==> src/rtl/gmrt_pkg.sv <==
// Package with the types, constants and defaults shared by the region table modules.
package gmrt_pkg;

  localparam int unsigned MaxRegionsDef = 16;
  localparam int unsigned PageBitsDef   = 12;

  localparam logic [1:0] TypeInvalid = 2'd0;
  localparam logic [1:0] TypeMmio    = 2'd1;
  localparam logic [1:0] TypeVmem    = 2'd2;

  localparam logic [3:0] OcUpdated  = 4'd0;
  localparam logic [3:0] OcReused   = 4'd1;
  localparam logic [3:0] OcAppended = 4'd2;
  localparam logic [3:0] OcRefused  = 4'd3;
  localparam logic [3:0] OcFull     = 4'd4;
  localparam logic [3:0] OcNoRegion = 4'd5;
  localparam logic [3:0] OcFbHole   = 4'd6;
  localparam logic [3:0] OcMmio     = 4'd7;
  localparam logic [3:0] OcVmem     = 4'd8;
  localparam logic [3:0] OcBadType  = 4'd9;

  localparam logic [31:0] FbHoleLo = 32'h000A_0000;
  localparam logic [31:0] FbHoleHi = 32'h000C_0000;

  typedef struct packed {
    logic        func;
    logic [31:0] start_req;
    logic [31:0] size;
    logic [1:0]  region_type;
    logic [31:0] fault_addr;
  } in_t;

  typedef struct packed {
    logic [3:0]  outcome;
    logic [31:0] map_addr;
    logic        overlap;
  } out_t;

  typedef struct packed {
    logic [31:0] start;
    logic [31:0] size;
    logic [1:0]  rtype;
  } entry_t;

  typedef struct packed {
    logic load;
    logic scan;
    logic commit;
  } cmd_t;

  typedef struct packed {
    logic decide;
  } sts_t;

endpackage

==> src/rtl/guest_memory_region_table_top.sv <==
// Top level of the guest memory region table: controller, datapath and ports.
//
// Channel   Direction  Handshake              Payload
// input     in         in_valid_i/in_ready_o  in_data_i (gmrt_pkg::in_t)
// result    out        out_valid_o/out_ready_i out_data_o (gmrt_pkg::out_t)
// config    in         cfg_we_i               cfg_wdata_i (video base)
//
// One transaction passes through acceptance, a scan of the stored entries and a commit. The scan
// stops at the deciding entry or after the last of the current region count; the commit waits
// while the output register is still occupied, and the result is registered at the commit.
// One transaction is handled at a time; the next one is accepted while the last
// result still waits in the output register, but it cannot commit until that is taken.
// Reset clears the region count and the video base; the store itself is not cleared.
module guest_memory_region_table_top #(
  parameter int unsigned MaxRegions = gmrt_pkg::MaxRegionsDef,
  parameter int unsigned PageBits   = gmrt_pkg::PageBitsDef
) (
  input  logic           clk_i,
  input  logic           rst_ni,
  input  logic           in_valid_i,
  output logic           in_ready_o,
  input  gmrt_pkg::in_t  in_data_i,
  output logic           out_valid_o,
  input  logic           out_ready_i,
  output gmrt_pkg::out_t out_data_o,
  input  logic           cfg_we_i,
  input  logic [31:0]    cfg_wdata_i
);

  gmrt_pkg::cmd_t cmd;
  gmrt_pkg::sts_t sts;

  gmrt_ctrl u_ctrl (
    .clk_i       (clk_i),
    .rst_ni      (rst_ni),
    .in_valid_i  (in_valid_i),
    .in_ready_o  (in_ready_o),
    .out_valid_o (out_valid_o),
    .out_ready_i (out_ready_i),
    .cmd_o       (cmd),
    .sts_i       (sts)
  );

  gmrt_dp #(
    .MaxRegions (MaxRegions),
    .PageBits   (PageBits)
  ) u_dp (
    .clk_i       (clk_i),
    .rst_ni      (rst_ni),
    .cmd_i       (cmd),
    .sts_o       (sts),
    .in_data_i   (in_data_i),
    .cfg_we_i    (cfg_we_i),
    .cfg_wdata_i (cfg_wdata_i),
    .out_data_o  (out_data_o)
  );

endmodule

==> src/rtl/gmrt_ram.sv <==
// Generic single write port, single read port RAM with registered read data.
module gmrt_ram #(
  parameter int unsigned Width = 8,
  parameter int unsigned Depth = 16,
  localparam int unsigned AddrW = (Depth > 1) ? $clog2(Depth) : 1
) (
  input  logic             clk_i,
  input  logic             we_i,
  input  logic [AddrW-1:0] waddr_i,
  input  logic [Width-1:0] wdata_i,
  input  logic [AddrW-1:0] raddr_i,
  output logic [Width-1:0] rdata_o
);

  logic [Width-1:0] mem_q [Depth];

  always_ff @(posedge clk_i) begin
    if (we_i) begin
      mem_q[waddr_i] <= wdata_i;
    end
    rdata_o <= mem_q[raddr_i];
  end

endmodule

==> src/rtl/gmrt_ctrl.sv <==
// Controller state machine that sequences load, scan, commit and the result handshake.
module gmrt_ctrl (
  input  logic          clk_i,
  input  logic          rst_ni,
  input  logic          in_valid_i,
  output logic          in_ready_o,
  output logic          out_valid_o,
  input  logic          out_ready_i,
  output gmrt_pkg::cmd_t cmd_o,
  input  gmrt_pkg::sts_t sts_i
);

  localparam logic [1:0] StIdle = 2'd0;
  localparam logic [1:0] StScan = 2'd1;
  localparam logic [1:0] StFin  = 2'd2;

  logic [1:0] state_q, state_d;
  logic       out_valid_q, out_valid_d;
  logic       slot_free;

  assign in_ready_o  = (state_q == StIdle);
  assign out_valid_o = out_valid_q;
  assign slot_free   = !out_valid_q || out_ready_i;

  always_comb begin
    state_d       = state_q;
    cmd_o         = '0;
    case (state_q)
      StIdle: begin
        if (in_valid_i) begin
          cmd_o.load = 1'b1;
          state_d    = StScan;
        end
      end
      StScan: begin
        cmd_o.scan = 1'b1;
        if (sts_i.decide) begin
          state_d = StFin;
        end
      end
      StFin: begin
        if (slot_free) begin
          cmd_o.commit = 1'b1;
          state_d      = StIdle;
        end
      end
      default: begin
        state_d = StIdle;
      end
    endcase
  end

  always_comb begin
    out_valid_d = out_valid_q;
    if (cmd_o.commit) begin
      out_valid_d = 1'b1;
    end else if (out_ready_i) begin
      out_valid_d = 1'b0;
    end
  end

  always_ff @(posedge clk_i or negedge rst_ni) begin
    if (!rst_ni) begin
      state_q     <= StIdle;
      out_valid_q <= 1'b0;
    end else begin
      state_q     <= state_d;
      out_valid_q <= out_valid_d;
    end
  end

  a_commit_slot: assert property (@(posedge clk_i) disable iff (!rst_ni)
    cmd_o.commit |-> (!out_valid_q || out_ready_i))
    else $error("Result committed while the output register was still occupied.");

  a_commit_shows: assert property (@(posedge clk_i) disable iff (!rst_ni)
    cmd_o.commit |=> (out_valid_o && state_q == StIdle))
    else $error("Committed result not presented on the output.");

  a_scan_exit: assert property (@(posedge clk_i) disable iff (!rst_ni)
    (state_q == StScan && !sts_i.decide) |=> (state_q == StScan))
    else $error("Scan left before a decision was reached.");

endmodule

==> src/rtl/gmrt_dp.sv <==
// Datapath with the region store, scan index, decision registers and result register.
module gmrt_dp #(
  parameter int unsigned MaxRegions = gmrt_pkg::MaxRegionsDef,
  parameter int unsigned PageBits   = gmrt_pkg::PageBitsDef
) (
  input  logic           clk_i,
  input  logic           rst_ni,
  input  gmrt_pkg::cmd_t cmd_i,
  output gmrt_pkg::sts_t sts_o,
  input  gmrt_pkg::in_t  in_data_i,
  input  logic           cfg_we_i,
  input  logic [31:0]    cfg_wdata_i,
  output gmrt_pkg::out_t out_data_o
);

  localparam int unsigned AddrW = (MaxRegions > 1) ? $clog2(MaxRegions) : 1;
  localparam int unsigned CntW  = $clog2(MaxRegions + 1);
  localparam logic [CntW-1:0] CntMax = CntW'(MaxRegions);
  localparam logic [31:0] PageMask = ~((32'd1 << PageBits) - 32'd1);

  gmrt_pkg::in_t    item_q;
  logic [32:0]      end_q;
  logic [CntW-1:0]  idx_q, idx_d;
  logic [CntW-1:0]  count_q;
  logic [31:0]      video_base_q;
  logic             ovl_q;
  logic [3:0]       oc_q, oc_d;
  logic             wr_q, wr_d;
  logic             app_q, app_d;
  logic [AddrW-1:0] widx_q, widx_d;
  logic [31:0]      off_q;
  gmrt_pkg::out_t   out_q;

  gmrt_pkg::entry_t ent, wr_ent;
  logic [$bits(gmrt_pkg::entry_t)-1:0] rdata;

  logic        end_scan, is_fault, match, e_inv, ovl, contain, decide;
  logic [32:0] s33, es33, ee33;
  logic [31:0] diff;

  gmrt_ram #(
    .Width ($bits(gmrt_pkg::entry_t)),
    .Depth (MaxRegions)
  ) u_store (
    .clk_i   (clk_i),
    .we_i    (cmd_i.commit && wr_q),
    .waddr_i (widx_q),
    .wdata_i (wr_ent),
    .raddr_i (idx_d[AddrW-1:0]),
    .rdata_o (rdata)
  );

  assign ent             = gmrt_pkg::entry_t'(rdata);
  assign wr_ent.start    = item_q.start_req;
  assign wr_ent.size     = item_q.size;
  assign wr_ent.rtype    = item_q.region_type;

  assign end_scan = (idx_q >= count_q);
  assign is_fault = item_q.func;
  assign match    = (ent.start == item_q.start_req);
  assign e_inv    = (ent.rtype == gmrt_pkg::TypeInvalid);
  assign s33      = {1'b0, item_q.start_req};
  assign es33     = {1'b0, ent.start};
  assign ee33     = es33 + {1'b0, ent.size};
  assign ovl      = (s33 > es33 && s33 < ee33) || (end_q > es33 && end_q < ee33) ||
                    (s33 < es33 && end_q > es33);
  assign diff     = item_q.fault_addr - ent.start;
  assign contain  = (item_q.fault_addr >= ent.start) && (diff < ent.size);
  assign decide   = end_scan || (is_fault ? contain : (match || e_inv));

  assign sts_o.decide = cmd_i.scan && decide;
  assign out_data_o   = out_q;

  always_comb begin
    idx_d = idx_q;
    if (cmd_i.load) begin
      idx_d = '0;
    end else if (cmd_i.scan && !decide) begin
      idx_d = idx_q + CntW'(1);
    end
  end

  always_comb begin
    oc_d   = gmrt_pkg::OcNoRegion;
    wr_d   = 1'b0;
    app_d  = 1'b0;
    widx_d = idx_q[AddrW-1:0];
    if (!is_fault) begin
      if (end_scan) begin
        if (count_q >= CntMax) begin
          oc_d = gmrt_pkg::OcFull;
        end else begin
          oc_d   = gmrt_pkg::OcAppended;
          wr_d   = 1'b1;
          app_d  = 1'b1;
          widx_d = count_q[AddrW-1:0];
        end
      end else if (match) begin
        if (ent.rtype == gmrt_pkg::TypeVmem &&
            item_q.region_type != gmrt_pkg::TypeInvalid) begin
          oc_d = gmrt_pkg::OcRefused;
        end else begin
          oc_d = gmrt_pkg::OcUpdated;
          wr_d = 1'b1;
        end
      end else begin
        oc_d = gmrt_pkg::OcReused;
        wr_d = 1'b1;
      end
    end else begin
      if (end_scan) begin
        oc_d = gmrt_pkg::OcNoRegion;
      end else if (item_q.fault_addr inside
                   {[gmrt_pkg::FbHoleLo : gmrt_pkg::FbHoleHi - 32'd1]}) begin
        oc_d = gmrt_pkg::OcFbHole;
      end else if (ent.rtype == gmrt_pkg::TypeMmio) begin
        oc_d = gmrt_pkg::OcMmio;
      end else if (ent.rtype == gmrt_pkg::TypeVmem) begin
        oc_d = gmrt_pkg::OcVmem;
      end else begin
        oc_d = gmrt_pkg::OcBadType;
      end
    end
  end

  always_ff @(posedge clk_i or negedge rst_ni) begin
    if (!rst_ni) begin
      idx_q        <= '0;
      count_q      <= '0;
      video_base_q <= '0;
      ovl_q        <= 1'b0;
      wr_q         <= 1'b0;
      app_q        <= 1'b0;
    end else begin
      idx_q <= idx_d;
      if (cfg_we_i) begin
        video_base_q <= cfg_wdata_i;
      end
      if (cmd_i.load) begin
        ovl_q <= 1'b0;
      end else if (cmd_i.scan && !decide && !is_fault && ovl) begin
        ovl_q <= 1'b1;
      end
      if (cmd_i.scan && decide) begin
        wr_q  <= wr_d;
        app_q <= app_d;
      end
      if (cmd_i.commit && app_q) begin
        count_q <= count_q + CntW'(1);
      end
    end
  end

  always_ff @(posedge clk_i) begin
    if (cmd_i.load) begin
      item_q <= in_data_i;
      end_q  <= {1'b0, in_data_i.start_req} + {1'b0, in_data_i.size};
    end
    if (cmd_i.scan && decide) begin
      oc_q   <= oc_d;
      widx_q <= widx_d;
      off_q  <= diff;
    end
    if (cmd_i.commit) begin
      out_q.outcome  <= oc_q;
      out_q.overlap  <= ovl_q;
      out_q.map_addr <= (oc_q == gmrt_pkg::OcVmem) ? ((video_base_q + off_q) & PageMask)
                                                    : '0;
    end
  end

  a_count_bound: assert property (@(posedge clk_i) disable iff (!rst_ni)
    count_q <= CntMax)
    else $error("Region count exceeds the table depth.");

  a_count_stable: assert property (@(posedge clk_i) disable iff (!rst_ni)
    !(cmd_i.commit && app_q) |=> $stable(count_q))
    else $error("Region count changed without an append.");

  a_append_room: assert property (@(posedge clk_i) disable iff (!rst_ni)
    (cmd_i.commit && app_q) |-> (count_q < CntMax))
    else $error("Append committed into a full table.");

endmodule
==> config.mk <==
export PLATFORM = sky130hd
export DESIGN_NAME = guest_memory_region_table_top
export DESIGN_NICKNAME = d
export VERILOG_FILES = /design/src/rtl/gmrt_pkg.sv /design/src/rtl/guest_memory_region_table_top.sv /design/src/rtl/gmrt_ram.sv /design/src/rtl/gmrt_ctrl.sv /design/src/rtl/gmrt_dp.sv
export SDC_FILE = /design/constraint.sdc
export NUM_CORES = 2
export LEC_CHECK = 0
export BUFFER_PORTS_ARGS = -buffer_cell sky130_fd_sc_hd__buf_2
export CAP_MARGIN = 20
export CORE_ASPECT_RATIO = 1.75
export CORE_UTILIZATION = 65
export CTS_CLUSTER_SIZE = 30
export DETAILED_ROUTE_END_ITERATION = 7
export PLACE_DENSITY = 0.83
export SETUP_SLACK_MARGIN = 0.02
export SLEW_MARGIN = 40
export SYNTH_ARGS = -nofsm -noshare
export SYNTH_HDL_FRONTEND = slang
export SYNTH_SLANG_ARGS = --single-unit
==> constraint.sdc <==
create_clock -name clk_i -period 23.4 [get_ports clk_i]
set_input_delay 3.51 -clock clk_i [delete_from_list [all_inputs] [get_ports clk_i]]
set_output_delay 3.51 -clock clk_i [all_outputs]
set_load 0.02 [all_outputs]
==> qor.csv <==
stage,metric,value,unit
run_status,status,"finished, final reports clean",
floorplan,std_cell_rows,147,
route,drtIter0Drc,4797,
logic_synthesis,yosys.area_share.adder,6.19,%
floorplan,die_w,232,um
sta,hold_viol_final,0,
placed_design,dp.final_hpwl,97.8,mm
cells_and_area,stdcell_count,5442,
cells_and_area,drive_above_1_share,16.5,%
clock_network,clkTransAtPathRegs,70,ps
logic_synthesis,synthFlopType,edfxtp_1,
placed_design,dp.cells,5227,
flow_run,max-cap-violations,0,
pwr,peakVddDrop,0.000138,V
sta,finalSetupTns,0,ps
sta,worst_pin_slew,937,ps
clock_network,clk_latency,740,ps
logic_synthesis,synth-xor-area-share,1.50,%
route,final_antenna_net_count,0,
critical_path,crit_slowest_cell,o31ai_4,
logic_synthesis,synth_top_cell_area_share,62.7,%
pwr,p_per_area,151,mW/mm^2
logic_synthesis,synth_edf_count,1253,
critical_path,worstPathMaxFanout,30,
placed_design,port_buffers,162,
route,viasPerCell,6.89,
sta,fmax,116,MHz
clock_network,post_cts_resized,0,
logic_synthesis,netlist_instances,3970,
clock_network,cts_tree,built,
route,drc,0,
placed_design,dp_slack,14970,ps
cells_and_area,fill_cells,5508,
sta,drv_slew,0,
critical_path,path_class,reg2reg,
floorplan,ios,175,
clock_network,clock_path_buffers,3,
floorplan,start_util,65.5,%
logic_synthesis,synthSimpleGateAreaFrac,5.20,%
cells_and_area,regArea,0.0401,mm^2
route,vias,37475,
logic_synthesis,ys_seq_area_share,67.0,%
pwr,fin_total_pwr,9.98,mW
floorplan,fp.dieArea,0.0935,mm^2
route,wire_per_inst,29.6,um
pwr,leakagePower,24.1,nW
placed_design,place.gp.congestion,0.994,
route,dr.pass1.iters,8,
grt,grt_max_degree,94,
critical_path,slowest_delay,750,ps
logic_synthesis,synthArstFlopShare,3.51,%
cells_and_area,finalNetCount,4582,
logic_synthesis,synth.largest_area_cell,edfxtp_1,
critical_path,startpoint_type,flop,
logic_synthesis,yosys_warnings,0,
sta,finalWorstSetupSlack,14790,ps
cells_and_area,area_delta_synth_final,10.3,%
route,drt_wl_total,161,mm
clock_network,cts-buffers-inserted,113,
grt,grt_use_total,34.4,%
clock_network,ctsHoldBuffers,0,
cells_and_area,multi_input_area,0.0187,mm^2
grt,antenna_found_initial,1,
clock_network,cts_htree_levels,3,
logic_synthesis,yosys-mux-area-fraction,7.95,%
sta,period_needed,8610,ps
sta,setup_viol_count_final,0,
logic_synthesis,ys_seq_elements,1367,
logic_synthesis,synth.area.top_cells,"edfxtp_1, ha_1, mux2_2, mux2i_1, dfxtp_1",
logic_synthesis,postSynthAreaPerCell,15.1,um^2
cells_and_area,fin_util,72.2,%
hold_path,hold_class,reg2reg,
cells_and_area,num_antenna_cells,0,
sta,slew_headroom,37.5,%
sta,skew,25.6,ps
logic_synthesis,syn_area,0.0600,mm^2
grt,grt_pass1_vias,36925,
grt,grt_pass1_wl,231,mm
floorplan,coreArea,0.0916,mm^2
logic_synthesis,synth_top_family_by_area,compound AO/OA/AOI/OAI gates,
grt,grt.overflow.total,0,
clock_network,cts.sinks,1367,
clock_network,clockRootBuffer,clkbuf_16,
logic_synthesis,ys_types,87,
logic_synthesis,synth-compound-area-share,9.90,%
critical_path,end_kind,flop,
sta,rsz0062_at_grt,false,
sta,min_period_over_period,36.8,%
critical_path,required,23900,ps
critical_path,arrival,9110,ps
clock_network,cts_setup_buffers,0,
floorplan,chipHeight,404,um
==> through the flow <==
stage	cell area (um^2)	hold slack [ps]
finish	66200	502
global route	66200	523
CTS	66100	499
detailed placement	62300	486
global placement	62000	485
floorplan	60000	433
==> metal layers <==
layer | vias up | share of wire [%] | track usage (%)
met5 | - | 0 | 0
li1 | 15928 | - | -
met1 | 18451 | 35 | 43.1
met4 | 0 | 5.8 | 18.6
met2 | 2525 | 49 | 57.5
met3 | 571 | 10 | 5.48
==> flip-flops by register name (all words and copies together) (netlist names), 2 cells and up <==
| signal | count |
|---|---|
| u_dp.count_q | 5 |
| u_dp.out_data_o | 25 |
| u_dp.idx_q | 5 |
| u_dp.video_base_q | 32 |
| u_dp.end_q | 33 |
| u_ctrl.state_q | 2 |
| u_dp.item_q | 98 |
| u_dp.widx_q | 4 |
| u_dp.off_q | 32 |
| u_dp.u_store.rdata_o | 66 |
| u_dp.u_store.mem_q | 1056 |
| u_dp.oc_q | 4 |
==> cells in the mapped netlist (71+ instances only) <==
| cell type | number |
|---|---|
| inv_1 | 111 |
| xnor2_1 | 71 |
| nor2_1 | 119 |
| a21oi_1 | 258 |
| ha_1 | 292 |
| nand2_1 | 220 |
| nand4_1 | 115 |
| edfxtp_1 | 1253 |
| mux2i_1 | 135 |
| a21o_1 | 90 |
| mux2_2 | 225 |
| o21ai_0 | 79 |
==> critical path: cells and delay by family, from the launching register on <==
kind	cells	cell delay, ps
DFF	1	460
buffers and inverters	4	1700
and+or+nand+nor	8	1730
muxes	1	370
adders and majority gates	2	640
AOI/OAI and AO/OA	11	3380
==> area by class of cell <==
cell class | count | share of cell area [%]
well taps | 1192 | 2.25
clock buffers | 138 | 4.63
inverters | 114 | 0.660
repair buffers | 228 | 2.29
multi-input cells | 2327 | 28.3
flip-flops and latches | 1367 | 60.7
clock inverters | 76 | 1.20
==> placed cells by master, fill, tap and decap left out, types with 24 or more instances in the layout <==
cell type  instances
mux2_1            63
a21oi_1          255
nand4_1          115
inv_1            111
a32oi_1           67
clkbuf_16        115
buf_4             40
xnor2_1           71
a21o_1            90
o21ai_0           79
dfrtp_1           48
xor2_1            32
dfxtp_1           66
clkinv_2          24
nor2_1           106
ha_1             292
mux2_2           225
nand3_1           33
a221o_1           67
o21a_1            24
o22a_1            66
buf_2            162
mux2i_1          135
nor3_1            25
nand2_1          219
edfxtp_1        1253
a22oi_1           67
==> worst paths after layout <==
path	cells after the start	startpoint	end	slack, ps
worst min-delay path	1	u_dp.count_q[4]	u_dp.count_q[4]	500
worst max-delay path	26	u_dp.u_store.rdata_o[35]	u_dp.u_store.rdata_o[26]	14790
worst max register to register	26	u_dp.u_store.rdata_o[35]	u_dp.u_store.rdata_o[26]	14790
worst min register to register	1	u_dp.count_q[4]	u_dp.count_q[4]	500
min in group asynchronous	2	rst_ni	u_dp.video_base_q[4]	2880
max in group asynchronous	2	rst_ni	u_dp.count_q[3]	20000
==> where the power goes <==
| group | internal, mW | switching [mW] |
|---|---|---|
| clock | 1.07 | 0.885 |
| combinational | 1.84 | 2.87 |
| sequential | 3.02 | 0.290 |
| total | 5.94 | 4.04 |
==> cells by family (layout without fill, tap and decap cells) <==
group,count (synthesis),after routing
AO/OA/AOI/OAI,847,847
XOR/XNOR,103,103
adder cells (fa/ha/maj),295,295
buffers and inverters,287,556
flip-flops,1367,1367
multiplexers,434,434
other,1,12
AND/OR/NAND/NOR,636,636
(Power assumes the default switching activity.)
